==> src/rtl/bpc_pkg.sv <==
`timescale 1ns / 1ps
`default_nettype none

package bpc_pkg;

    localparam int DEBOUNCE_W = 10;
    localparam int HOLD_W     = 16;
    localparam int CFG_IDX_W  = 8;
    localparam int CFG_DATA_W = 16;

    localparam logic [DEBOUNCE_W-1:0] DEBOUNCE_RESET = DEBOUNCE_W'(60);
    localparam logic [HOLD_W-1:0]     HOLD_RESET     = HOLD_W'(1000);
    localparam logic [DEBOUNCE_W-1:0] QUIET_MAX      = {DEBOUNCE_W{1'b1}};
    localparam logic [HOLD_W-1:0]     AGE_MAX        = {HOLD_W{1'b1}};

    typedef enum logic [CFG_IDX_W-1:0] {
        REG_DEBOUNCE_TICKS = CFG_IDX_W'(0),
        REG_HOLD_TICKS     = CFG_IDX_W'(1)
    } cfg_reg_t;

    typedef enum logic [1:0] {
        EV_NONE  = 2'd0,
        EV_SHORT = 2'd1,
        EV_LONG  = 2'd2
    } press_ev_t;

endpackage

`default_nettype wire

==> src/rtl/button_press_classifier_core.sv <==
`timescale 1ns / 1ps
`default_nettype none

// Channel   Direction  Ports                                        Transfer when
// s_        in         s_valid, s_ready, s_pin_level                s_valid && s_ready
// m_        out        m_valid, m_ready, m_press_event              m_valid && m_ready
// cfg_      in         cfg_valid, cfg_ready, cfg_index, cfg_data    cfg_valid && cfg_ready
//
// Each sample is captured in an input register and classified into the result register,
// so one sample is taken per cycle unless a stalled result holds the flow; a result
// passes through both registers in that order. The only limit is the single result
// register, which frees while m_ready is high. A stalled result holds both stages and
// the debounce state. Reset is synchronous on aresetn and loads the default settings;
// the config port is always ready.

module button_press_classifier_core (
    input  wire logic                             aclk,
    input  wire logic                             aresetn,

    input  wire logic                             s_valid,
    output logic                                  s_ready,
    input  wire logic                             s_pin_level,

    output logic                                  m_valid,
    input  wire logic                             m_ready,
    output logic [1:0]                            m_press_event,

    input  wire logic                             cfg_valid,
    output logic                                  cfg_ready,
    input  wire logic [bpc_pkg::CFG_IDX_W-1:0]    cfg_index,
    input  wire logic [bpc_pkg::CFG_DATA_W-1:0]   cfg_data
);

    logic [bpc_pkg::DEBOUNCE_W-1:0] debounce_ticks_reg;
    logic [bpc_pkg::HOLD_W-1:0]     hold_ticks_reg;

    logic                           in_valid_reg;
    logic                           in_level_reg;

    logic                           last_level_reg, last_level_next;
    logic [bpc_pkg::DEBOUNCE_W-1:0] quiet_count_reg, quiet_count_next;
    logic                           press_open_reg, press_open_next;
    logic [bpc_pkg::HOLD_W-1:0]     press_age_reg, press_age_next;
    logic                           long_reported_reg, long_reported_next;

    logic                           out_valid_reg;
    bpc_pkg::press_ev_t             out_event_reg, out_event_next;

    logic                           advance;

    assign advance   = in_valid_reg && (!out_valid_reg || m_ready);
    assign s_ready   = !in_valid_reg || advance;
    assign m_valid   = out_valid_reg;
    assign m_press_event = out_event_reg;
    assign cfg_ready = 1'b1;

    always_comb begin
        last_level_next    = last_level_reg;
        quiet_count_next   = quiet_count_reg;
        press_open_next    = press_open_reg;
        press_age_next     = press_age_reg;
        long_reported_next = long_reported_reg;
        out_event_next     = bpc_pkg::EV_NONE;

        if (press_open_reg && press_age_reg != bpc_pkg::AGE_MAX) begin
            press_age_next = press_age_reg + 1'b1;
        end

        if (in_level_reg != last_level_reg) begin
            last_level_next  = in_level_reg;
            quiet_count_next = '0;
        end else if (quiet_count_reg != bpc_pkg::QUIET_MAX) begin
            quiet_count_next = quiet_count_reg + 1'b1;
        end

        if (quiet_count_next >= debounce_ticks_reg) begin
            if (!in_level_reg) begin
                if (!press_open_reg) begin
                    press_open_next = 1'b1;
                    press_age_next  = '0;
                end
                if (!long_reported_reg && press_age_next > hold_ticks_reg) begin
                    long_reported_next = 1'b1;
                    out_event_next     = bpc_pkg::EV_LONG;
                end
            end else begin
                if (press_open_reg && !long_reported_reg) begin
                    out_event_next = bpc_pkg::EV_SHORT;
                end
                press_open_next    = 1'b0;
                press_age_next     = '0;
                long_reported_next = 1'b0;
            end
        end
    end

    always_ff @(posedge aclk) begin
        if (!aresetn) begin
            debounce_ticks_reg <= bpc_pkg::DEBOUNCE_RESET;
            hold_ticks_reg     <= bpc_pkg::HOLD_RESET;
        end else if (cfg_valid && cfg_ready) begin
            unique case (cfg_index)
                bpc_pkg::REG_DEBOUNCE_TICKS: begin
                    debounce_ticks_reg <= cfg_data[bpc_pkg::DEBOUNCE_W-1:0];
                end
                bpc_pkg::REG_HOLD_TICKS: begin
                    hold_ticks_reg <= cfg_data[bpc_pkg::HOLD_W-1:0];
                end
                default: begin
                end
            endcase
        end
    end

    always_ff @(posedge aclk) begin
        if (!aresetn) begin
            in_valid_reg <= 1'b0;
        end else if (s_valid && s_ready) begin
            in_valid_reg <= 1'b1;
        end else if (advance) begin
            in_valid_reg <= 1'b0;
        end
    end

    always_ff @(posedge aclk) begin
        if (s_valid && s_ready) begin
            in_level_reg <= s_pin_level;
        end
    end

    always_ff @(posedge aclk) begin
        if (!aresetn) begin
            last_level_reg    <= 1'b1;
            quiet_count_reg   <= '0;
            press_open_reg    <= 1'b0;
            press_age_reg     <= '0;
            long_reported_reg <= 1'b0;
            out_valid_reg     <= 1'b0;
        end else begin
            if (advance) begin
                last_level_reg    <= last_level_next;
                quiet_count_reg   <= quiet_count_next;
                press_open_reg    <= press_open_next;
                press_age_reg     <= press_age_next;
                long_reported_reg <= long_reported_next;
                out_valid_reg     <= 1'b1;
            end else if (m_ready) begin
                out_valid_reg <= 1'b0;
            end
        end
    end

    always_ff @(posedge aclk) begin
        if (advance) begin
            out_event_reg <= out_event_next;
        end
    end

endmodule

`default_nettype wire
==> config.mk <==
export PLATFORM = sky130hd
export DESIGN_NAME = button_press_classifier_core
export DESIGN_NICKNAME = d
export VERILOG_FILES = /design/src/rtl/bpc_pkg.sv /design/src/rtl/button_press_classifier_core.sv
export SDC_FILE = /design/constraint.sdc
export NUM_CORES = 1
export LEC_CHECK = 0
export BUFFER_PORTS_ARGS = -buffer_cell sky130_fd_sc_hd__buf_2
export CAP_MARGIN = 20
export CORE_MARGIN = 2
export CORE_UTILIZATION = 30
export DETAILED_ROUTE_END_ITERATION = 12
export GPL_ROUTABILITY_DRIVEN = 0
export HOLD_SLACK_MARGIN = 0.1
export MAX_ROUTING_LAYER = met4
export SETUP_SLACK_MARGIN = 0.1
export SKIP_CTS_REPAIR_TIMING = 1
export SYNTH_ARGS = -nofsm -noshare
export SYNTH_HDL_FRONTEND = slang
export SYNTH_SLANG_ARGS = --single-unit
==> constraint.sdc <==
create_clock -name aclk -period 8.6 [get_ports aclk]
set_input_delay 1.29 -clock aclk [delete_from_list [all_inputs] [get_ports aclk]]
set_output_delay 1.29 -clock aclk [all_outputs]
set_load 0.005 [all_outputs]
==> Yosys cells after proc, flatten, opt, wreduce, memory -nomap -nowiden <==
Index checks and enable logic that the tools add are counted.
{ "op_classes": {"addsub": 2, "mux": 18, "eq_ne": 4, "order_cmp": 2, "reduce_logical": 19} }
{ "ops": {"columns": ["op", "count"], "rows": [
  ["2-to-1 mux 16 bit", 6],
  ["2-to-1 mux 10 bit", 2],
  ["adder 16 x 1 -> 16 bit, second input constant", 1],
  ["> comparator 16 bit", 1],
  ["!= test 16 bit, second input constant", 1],
  ["adder 10 x 1 -> 10 bit, second input constant", 1],
  [">= comparator 10 bit", 1],
  ["!= test 10 bit, second input constant", 1],
  ["equality test 8 x 1 -> 1 bit, second input constant", 1],
  ["logical NOT 8 bit", 1],
  ["2-to-1 mux 1 bit", 8],
  ["AND reduction 2 bit", 4],
  ["nonzero test 2 bit", 3],
  ["logical AND 1 bit", 5],
  ["2-to-1 mux 2 bit", 2],
  ["logical NOT 1 bit", 3],
  ["AND reduction 3 bit", 1],
  ["logical OR 1 bit", 2],
  ["!= test 1 bit", 1]
]} }
{ "word_totals": {"ff_bits": 60, "word_cells": 56, "input_bits": 30, "output_inout_bits": 5} }

==> Longest topological paths before layout <==
Gate-level depths: netlist (run 1).
{ "logic_depth": {"word_depth": 10, "ltp_mapped": 16, "depth_no_buf": 14} }

==> Worst setup path after synthesis (run 1) <==
Ideal clock, no wire load.
{ "synth_path": {"kind": "register -> register", "from": "register quiet_count_reg[0] in the netlist's numbering", "to": "register press_age_reg[7] in the netlist's numbering", "slack_ps": 5148, "synth_period_minus_slack_ps": 3452, "required_time_ps": 8526, "t_arrival_ps": 3378, "stages_incl_launch_ff": 15, "setup_time_ps": 74, "path_buffers": 1, "cell_sequence": "dfxtp_1 ha_1 nand2_1 or4_4 buf_6 nor2b_4 nand3_1 xor2_1 nor2_1 ha_1 a41oi_1 nor3_1 o22ai_1 or4b_1 a31oi_1"} }
{ "synth_via": {"elab_chain_cells": 5, "word_cells_on_any_way": 6, "cone_classes": "add/sub (1); order compare (1); eq/ne (1); mux (3)"} }
{ "synth_lines": {"columns": ["element", "line", "rtl"], "rows": [
  ["start, declared", "button_press_classifier_core.sv:41", "logic [bpc_pkg::DEBOUNCE_W-1:0] quiet_count_reg, quiet_count_next;"],
  ["start signal, assigned", "button_press_classifier_core.sv:142", "quiet_count_reg <= quiet_count_next;"],
  ["adder 10 x 1 -> 10 bit or != test 10 bit (tied branches)", "button_press_classifier_core.sv:73, button_press_classifier_core.sv:72", null],
  ["2-to-1 mux 10 bit (*)", "button_press_classifier_core.sv:72", "end else if (quiet_count_reg != bpc_pkg::QUIET_MAX) begin"],
  ["2-to-1 mux 10 bit (*)", "button_press_classifier_core.sv:69", "if (in_level_reg != last_level_reg) begin"],
  ["via quiet_count_next (one bit)", "button_press_classifier_core.sv:41", null],
  [">= comparator 10 bit (*)", "button_press_classifier_core.sv:76", "if (quiet_count_next >= debounce_ticks_reg) begin"],
  ["2-to-1 mux 16 bit (*)", "button_press_classifier_core.sv:76", null],
  ["end signal, assigned", "button_press_classifier_core.sv:144", "press_age_reg <= press_age_next;"],
  ["end, declared", "button_press_classifier_core.sv:43", "logic [bpc_pkg::HOLD_W-1:0] press_age_reg, press_age_next;"]
]} }
Mark *: on every way through the listed nets, which the timed path passes. The rest lies on a longest branch.
A chain may end at the register's enable or synchronous reset.

==> Worst setup path in the final report (run 1) <==
Same ends and word-level chain as after synthesis.

==> results of run 1 <==
-- through the flow --
stage                     cells  utilization (%)  power [mW]  instance area, µm²  setup slack, ps
after global routing        636             35.6       0.738                4270             4440
after detailed placement    620             32.8       0.323                3940             4740
after CTS                   635             35.5       0.722                4260             4730
final                       636             35.6       0.716                4270             4780
after floorplan             460                -       0.310                3710             5150
after global placement      619             32.7       0.323                3930             4870
-- cells by family (layout without fill, tap and decap cells) --
kind of cell / after synthesis / count (layout) / synth area share, %
AND/OR/NAND/NOR: 178 / 178 / 23.3
AO/OA/AOI/OAI: 92 / 92 / 15.7
flip-flops: 60 / 60 / 33.2
buffers and inverters: 58 / 87 / 7.19
adder cells (fa/ha/maj): 28 / 28 / 9.45
multiplexers: 25 / 25 / 6.75
XOR/XNOR: 18 / 18 / 4.25
other: 1 / 1 / 0.101
-- power groups by stage --
stage          Combinational (mW)  Sequential, mW  Clock, mW
2_1_floorplan              0.0203           0.290          0
3_3_place_gp               0.0326           0.290          0
3_5_place_dp               0.0333           0.290          0
4_1_cts                    0.0336           0.284      0.404
5_1_grt                    0.0382           0.284      0.416
6_report                   0.0345           0.284      0.397
-- metal layers --
| layer | wire, µm | global-route usage (%) | vias up | share of wire [%] |
|---|---|---|---|---|
| met2 | 4220 | 24.2 | 72 | 47 |
| li1 | - | - | 1673 | - |
| met4 | 151 | 5.62 | 0 | 1.7 |
| met3 | 427 | 3.74 | 12 | 4.7 |
| met1 | 4280 | 19.1 | 1561 | 47 |
| met5 | 0 | - | - | 0 |
-- cell type report --
cell class	count	area (µm²)
fill	1252	7740
multi-input combinational	342	2210
sequential	60	1230
clock buffer	11	253
timing repair buffer	36	188
tap	147	184
inverter	36	135
clock inverter	4	72.6
-- worst max-delay path, delay by kind of cell, from the launching register on --
kind                       cells  cell delay (ps)
xor gates and xnor gates       1              150
and+or+nand+nor                7             1650
DFF                            1              400
AOI/OAI and AO/OA              3              980
adders and majority gates      2              570
-- final timing paths --
path                       from                 to  slack [ps]
max          quiet_count_reg[0]   press_age_reg[7]        4780
min           hold_ticks_reg[7]  hold_ticks_reg[7]         480
max reg2reg  quiet_count_reg[0]   press_age_reg[7]        4780
min reg2reg   hold_ticks_reg[7]  hold_ticks_reg[7]         480
-- layout by cell type (no fill, tap or decap), types with 3 or more instances in the layout --
cell type   n
nor2_1     60
dfxtp_1    57
nand2_1    46
inv_1      36
buf_2      33
ha_1       28
mux2i_1    25
a21oi_1    25
o21ai_0    21
nand3_1    15
nand4_1    14
a31oi_1    11
xor2_1      9
xnor2_1     9
clkbuf_16   9
or3_1       6
o211ai_1    6
nor3_1      5
o21a_1      4
a21o_1      4
nor4_1      4
nand2b_1    3
and3_1      3
and4_1      3
nor4b_1     3
edfxtp_1    3
buf_4       3
==> flow_metrics.env, run 1 <==
export IMPL_status="complete, no violations"
export IMPL_grt_total_usage_pct=15.4
export IMPL_synthTopCellsByArea="dfxtp_1 31%, ha_1 9.5%, mux2i_1 6.8%"
export IMPL_async_reset_ff_share_pct=0
export IMPL_synth_top_area_share_pct=30.8
export IMPL_ys_flop_type="dfxtp_1"
export IMPL_crit_fanout=10
export IMPL_maxCapViolations=0
export IMPL_area_delta_synth_final_pct=15.3
export IMPL_p_seq_share_pct=39.7
export IMPL_p_sw_share_pct=21.5
export IMPL_start_kind="flop"
export IMPL_intPower_mw=0.562
export IMPL_grt_pass1_vias=3194
export IMPL_diodes=0
export IMPL_fin_tns_setup_ps=0
export IMPL_port_buffers=33
export IMPL_cellPowerDensity_nw_per_um2=168
export IMPL_finalSetupViolCount=0
export IMPL_clk_path_buf_depth=2
export IMPL_grt_start_max_net_pins=32
export IMPL_period_minus_slack_ps=3820
export IMPL_fmax_ghz=0.262
export IMPL_synth_seq_cells=60
export IMPL_p_clk_share_pct=55.4
export IMPL_dieArea_um2=13300
export IMPL_core_um2=12000
export IMPL_critical_path_class="reg2reg"
export IMPL_clock_skew_ps=5.68
export IMPL_max_vdd_ir_drop_v=0.000112
export IMPL_rsz0062_at_grt="no"
export IMPL_drt_iter0_markers=150
export IMPL_grt_ovfl_total=0
export IMPL_htreeDepth=3
export IMPL_yosysSeqAreaShare_pct=33.2
export IMPL_slew_headroom_pct=28.9
export IMPL_hpwl_mm=6.59
export IMPL_path_cells="ha_1 -> nand2_1 -> or4_4 -> nor2b_4 -> nand3_1 -> xor2_1 -> nor2_1 -> ha_1 -> a41oi_1 -> nor3_1 -> o22ai_1 -> or4b_1 -> a31oi_1"
export IMPL_required_ps=8870
export IMPL_yosysUniqueCellTypes=61
export IMPL_crit_top_cell="ha_1"
export IMPL_end_kind="flop"
export IMPL_ant_nets=0
export IMPL_io_pins=35
export IMPL_syn_avg_cell_area_um2=8.06
export IMPL_synth_common_cells="60 x nor2_1, 57 x dfxtp_1, 46 x nand2_1"
export IMPL_rows=40
export IMPL_root_buffer="clkbuf_16"
export IMPL_cts_buffers=9
export IMPL_avgRoutedWirePerCell_um=14.3
export IMPL_p_leak_nw=1.82
export IMPL_finalMaxSlewViolations=0
export IMPL_route_detailed_drc=0
export IMPL_post_route_period_util_pct=44.5
export IMPL_antenna_found_initial=0
export IMPL_initial_core_util_pct=30.9
export IMPL_synth_most_common_cell="nor2_1"
export IMPL_r2r_cells=13
export IMPL_comb_power_share_pct=4.8
export IMPL_fp_dieW_um=115
export IMPL_max_stage_delay_ps=570
export IMPL_insertion_delay_ps=340
export IMPL_syn_nets=518
export IMPL_final_nets=543
export IMPL_min_path_cells=2
export IMPL_synth_edf_count=3
export IMPL_via_per_inst=5.22
export IMPL_ys_warn_count=0
export IMPL_hold_ws_ps=475
export IMPL_p_sw_mw=0.154
export IMPL_netlist_area_um2=3710
export IMPL_cts_tree="yes"
export IMPL_grt_pass1_wl_mm=15.4
export IMPL_synth_largest_area_cell="dfxtp_1"
export IMPL_tightest_slew_ps=1060
export IMPL_die_h_um=115
export IMPL_hold_class="reg2reg"
export IMPL_clkSinkCount=60
export IMPL_crit_arrival_ps=4090
export IMPL_final_layout_size_suffix_gt1_share_pct=12.5
export IMPL_drt_total_wl_mm=9.07
export IMPL_hold_viol_final=0
export IMPL_num_vias=3318
export IMPL_drt_pass1_iterations=4
export IMPL_clk_pin_slew_ps=50
export IMPL_syn_inst=460
export IMPL_cp_slowest_cell="or4_4"
(Power assumes the default switching activity.)
==> run 2: changes to the inputs <==
Clock period 8.6 ns to 4 ns, I/O delays scaled along.
==> run 2 against run 1 <==
Effect of this change:
- cell count is 0.47% higher
- non-clock buffer count is 2 higher
- flip-flop and latch count stayed put
- critical path type unchanged
- maximum frequency is 5.3% higher
- register-to-register slack worse by 4400 ps
- combinational power is 120% higher
==> flow_metrics.env, run 2 (synthesis results as in run 1) <==
export IMPL_fin_tns_setup_ps=0
export IMPL_tightest_slew_ps=1040
export IMPL_rrSetupSlack_ps=370
export IMPL_intPower_mw=1.15
export IMPL_r2r_end="long_reported_reg"
export IMPL_p_sw_share_pct=22.1
export IMPL_initial_core_util_pct=30.9
export IMPL_r2r_cells=13
export IMPL_routed_top_layer="met4"
export IMPL_p_leak_nw=1.82
export IMPL_reg2reg_from="press_age_reg[0]"
export IMPL_clk_path_buf_depth=2
export IMPL_grt_pass1_wl_mm=14.8
export IMPL_rows=40
export IMPL_root_buffer="clkbuf_16"
export IMPL_crit_fanout=6
export IMPL_dp_cells=623
export IMPL_path_cells="ha_1 -> and3_1 -> nand2_1 -> nor3b_2 -> nand2_1 -> xor2_1 -> nor2_1 -> ha_1 -> nand4_1 -> or4_1 -> o221ai_1 -> o21ai_0 -> o41ai_1"
export IMPL_core_um2=12000
export IMPL_grt_start_max_net_pins=28
export IMPL_layout_commonest_cell="nor2_1"
export IMPL_required_ps=4200
export IMPL_end_kind="flop"
export IMPL_met3WireLength_um=389
export IMPL_area_delta_synth_final_pct=15.5
export IMPL_crit_arrival_ps=3830
export IMPL_via_per_inst=5.18
export IMPL_p_clk_share_pct=53.5
export IMPL_hold_path_end="in_level_reg"
export IMPL_antenna_found_initial=0
export IMPL_slew_headroom_pct=30.3
export IMPL_hpwl_mm=6.57
export IMPL_avgRoutedWirePerCell_um=14.0
export IMPL_maxCapViolations=0
export IMPL_dieArea_um2=13300
export IMPL_grt_total_usage_pct=14.7
export IMPL_final_nets=545
export IMPL_power_mw=1.48
export IMPL_p_sw_mw=0.326
export IMPL_insertion_delay_ps=330
export IMPL_grt_pass1_vias=3105
export IMPL_cp_slowest_cell="or4_1"
export IMPL_hold_viol_final=0
export IMPL_clk_pin_slew_ps=60
export IMPL_grt_ovfl_total=0
export IMPL_ant_nets=0
export IMPL_max_vdd_ir_drop_v=0.000227
export IMPL_critical_path_class="reg2reg"
export IMPL_diodes=0
export IMPL_post_route_util_pct=35.6
export IMPL_start_kind="flop"
export IMPL_route_detailed_drc=0
export IMPL_drt_pass1_iterations=5
export IMPL_final_cells=639
export IMPL_crit_buf_inv=0
export IMPL_htreeDepth=3
export IMPL_status="complete, no violations"
export IMPL_fp_dieW_um=115
export IMPL_hp_start="s_pin_level"
export IMPL_cellPowerDensity_nw_per_um2=345
export IMPL_p_seq_share_pct=41.5
export IMPL_fmax_ghz=0.276
export IMPL_io_pins=35
export IMPL_max_stage_delay_ps=510
export IMPL_drt_met1_wl_mm=4.20
export IMPL_place_area_um2=3960
export IMPL_post_route_period_util_pct=90.7
export IMPL_min_path_cells=1
export IMPL_clock_skew_ps=7.83
export IMPL_port_buffers=33
export IMPL_drt_total_wl_mm=8.93
export IMPL_finalMaxSlewViolations=0
export IMPL_comb_power_share_pct=5.0
export IMPL_nFillCells=1255
export IMPL_num_vias=3307
export IMPL_hold_class="in2reg"
export IMPL_drt_iter0_markers=173
export IMPL_layout_common_cells="60 x nor2_1, 57 x dfxtp_1, 46 x nand2_1, 36 x inv_1, 33 x buf_2"
export IMPL_finalSetupViolCount=0
export IMPL_final_layout_size_suffix_gt1_share_pct=13.4
export IMPL_met2_wirelength_mm=4.16
export IMPL_cts_buffers=9
export IMPL_fin_area_um2=4280
export IMPL_period_minus_slack_ps=3630
export IMPL_cts_tree="yes"
export IMPL_path_delay_family="simple AND/OR/NAND/NOR gates"
export IMPL_rsz0062_at_grt="yes"
export IMPL_clkSinkCount=60
export IMPL_die_h_um=115
[run 2: area by class of cell]
| type | instances | area (µm²) | area share [%] |
|---|---|---|---|
| clock inverters | 4 | 48.8 | 1.14 |
| flip-flops and latches | 60 | 1230 | 28.8 |
| multi-input cells | 342 | 2220 | 51.9 |
| clock buffers | 12 | 256 | 5.99 |
| repair buffers | 38 | 203 | 4.73 |
| well taps | 147 | 184 | 4.30 |
| inverters | 36 | 135 | 3.16 |
[run 2: routing by layer]
| layer | vias up | GRT usage (%) |
|---|---|---|
| li1 | 1668 | - |
| met1 | 1538 | 17.7 |
| met2 | 86 | 23.7 |
| met3 | 15 | 3.74 |
| met4 | 0 | 5.62 |
| met5 | - | - |
[run 2: power by group through the flow]
stage | combinational (mW) | sequential (mW) | clock (mW)
4_1_cts | 0.0742 | 0.611 | 0.805
3_3_place_gp | 0.0714 | 0.624 | 0
6_report | 0.0742 | 0.612 | 0.789
2_1_floorplan | 0.0437 | 0.623 | 0
3_5_place_dp | 0.0742 | 0.624 | 0
5_1_grt | 0.0825 | 0.612 | 0.832
[run 2: worst max path at each step]
stage	start	endpoint	depth (start not counted)
6_report	press_age_reg[0]	long_reported_reg	13
5_1_grt	press_age_reg[0]	m_press_event[1]	13
4_1_cts	press_age_reg[0]	long_reported_reg	13
3_5_place_dp	quiet_count_reg[0]	press_age_reg[1]	13
3_3_place_gp	press_age_reg[0]	m_press_event[1]	13
2_1_floorplan	quiet_count_reg[0]	press_age_reg[7]	14
[run 2: per-stage QoR]
step	hold WS (ps)	setup WS (ps)
global route	438	79.1
global placement	461	315
finish	450	370
floorplan	445	548
detailed placement	460	322
CTS	437	292
==> run 3: changes to the inputs <==
--- a/config.mk
+++ b/config.mk
@@ -13,5 +13,4 @@
 export GPL_ROUTABILITY_DRIVEN = 0
 export HOLD_SLACK_MARGIN = 0.1
-export MAX_ROUTING_LAYER = met4
 export SETUP_SLACK_MARGIN = 0.1
 export SKIP_CTS_REPAIR_TIMING = 1
==> constraint.sdc (replaced) <==
create_clock -name aclk -period 4 [get_ports aclk]
set_input_delay 0.8 -clock aclk [delete_from_list [all_inputs] [get_ports aclk]]
set_output_delay 0.8 -clock aclk [all_outputs]
set_load 0.005 [all_outputs]
==> run 3 against run 2 <==
Effect of this change:
- combinational power is 1% lower
- via count is 1.1% lower
- die area stayed put
- utilization hardly changed
- critical path depth stayed put
- clock power is 2% higher
- critical endpoint is now press_age_reg[1]
- count of clock-buffer cells in the layout is 3 higher
- sequential share of layout area hardly changed
- power is 0.75% higher
==> flow_metrics.env, run 3 (synthesis results as in run 1) <==
export IMPL_core_um2=12000
export IMPL_route_detailed_drc=0
export IMPL_initial_core_util_pct=30.9
export IMPL_crit_arrival_ps=3770
export IMPL_fp_dieW_um=115
export IMPL_dieArea_um2=13300
export IMPL_grt_ovfl_total=0
export IMPL_ant_nets=0
export IMPL_clock_skew_ps=6.16
export IMPL_antenna_found_initial=0
export IMPL_root_buffer="clkbuf_16"
export IMPL_rows=40
export IMPL_clk_path_buf_depth=2
export IMPL_regArea_um2=1230
export IMPL_cellPowerDensity_nw_per_um2=347
export IMPL_path_cells="ha_1 -> nand2_1 -> or4_4 -> nor2b_4 -> nand3_1 -> xor2_1 -> nor2_1 -> ha_1 -> a41oi_1 -> a2bb2oi_1 -> a21oi_1 -> o21ai_0 -> a32o_1"
export IMPL_final_layout_size_suffix_gt1_share_pct=13.0
export IMPL_max_stage_delay_ps=570
export IMPL_critical_path_class="reg2reg"
export IMPL_post_route_util_pct=35.7
export IMPL_period_minus_slack_ps=3550
export IMPL_drt_total_wl_mm=8.86
export IMPL_via_per_inst=5.12
export IMPL_crit_top_cell="ha_1"
export IMPL_final_nets=545
export IMPL_fmax_ghz=0.282
export IMPL_finalSetupViolCount=0
export IMPL_hold_class="reg2reg"
export IMPL_nFillCells=1278
export IMPL_port_buffers=33
export IMPL_layout_commonest_cell="nor2_1"
export IMPL_max_vdd_ir_drop_v=0.000203
export IMPL_power_mw=1.49
export IMPL_cts_buffers=9
export IMPL_num_vias=3269
export IMPL_area_delta_synth_final_pct=15.7
export IMPL_avgRoutedWirePerCell_um=13.9
export IMPL_multi_input_area_um2=2230
export IMPL_drt_iter0_markers=205
export IMPL_cts_tree="yes"
export IMPL_post_route_period_util_pct=88.7
export IMPL_maxCapViolations=0
export IMPL_p_leak_nw=1.82
export IMPL_finalMaxSlewViolations=0
export IMPL_tightest_slew_ps=576
export IMPL_rsz0062_at_grt="no"
export IMPL_io_pins=35
export IMPL_hold_viol_final=0
export IMPL_grt_start_max_net_pins=32
export IMPL_slew_headroom_pct=61.5
export IMPL_dp_cells=623
export IMPL_grt_pass1_vias=3121
export IMPL_htreeDepth=3
export IMPL_diodes=0
export IMPL_grt_total_usage_pct=14.1
export IMPL_cp_slowest_cell="or4_4"
export IMPL_grt_pass1_wl_mm=14.7
export IMPL_required_ps=4220
export IMPL_insertion_delay_ps=330
export IMPL_start_kind="flop"
export IMPL_layout_common_cells="60 x nor2_1, 57 x dfxtp_1, 46 x nand2_1, 36 x inv_1, 33 x buf_2"
export IMPL_clk_pin_slew_ps=50
export IMPL_final_cells=639
export IMPL_drt_pass1_iterations=5
export IMPL_end_kind="flop"
export IMPL_fin_tns_setup_ps=0
export IMPL_hpwl_mm=6.50
export IMPL_die_h_um=115
export IMPL_crit_fanout=10
export IMPL_clkSinkCount=60
export IMPL_status="complete, no violations"
run 3: final timing paths:
check	startpoint	endpoint	slack [ps]	cells after the start
setup / recovery	quiet_count_reg[0]	press_age_reg[1]	450	13
hold / removal	hold_ticks_reg[7]	hold_ticks_reg[7]	480	2
setup reg to reg	quiet_count_reg[0]	press_age_reg[1]	450	13
hold reg to reg	hold_ticks_reg[7]	hold_ticks_reg[7]	480	2
run 3: critical path: cells and delay by family (launching register included):
family / cells / cell delay [ps]
AOI/OAI and AO/OA: 5 / 1260
and+or+nand+nor: 5 / 1040
adders and majority gates: 2 / 580
DFF: 1 / 410
xor gates and xnor gates: 1 / 150
run 3: per-stage QoR:
stage	hold slack [ps]	area [µm²]	setup slack, ps
4_1_cts	478	4270	216
6_report	476	4290	452
3_5_place_dp	465	3960	286
3_3_place_gp	459	3960	282
5_1_grt	498	4290	105
2_1_floorplan	445	3710	548
run 3: per-layer routing:
layer	GRT usage, %	routed length (µm)
met5	0	0
met4	5.78	194
met3	3.69	328
met2	22.8	4150
met1	18.0	4190
run 3: area by class of cell:
type,count,area share (%)
Multi-Input combinational cell,342,51.9
Sequential cell,60,28.7
Clock buffer,15,6.48
Timing Repair Buffer,38,4.73
Tap cell,147,4.29
Inverter,36,3.15
Clock inverter,1,0.701
run 3: power breakdown:
group,switching [mW],leakage (nW),internal (mW)
clock network,0.267,0.150,0.534
logic,0.0468,1.18,0.0265
registers,0.00409,0.489,0.608
total,0.318,1.82,1.17
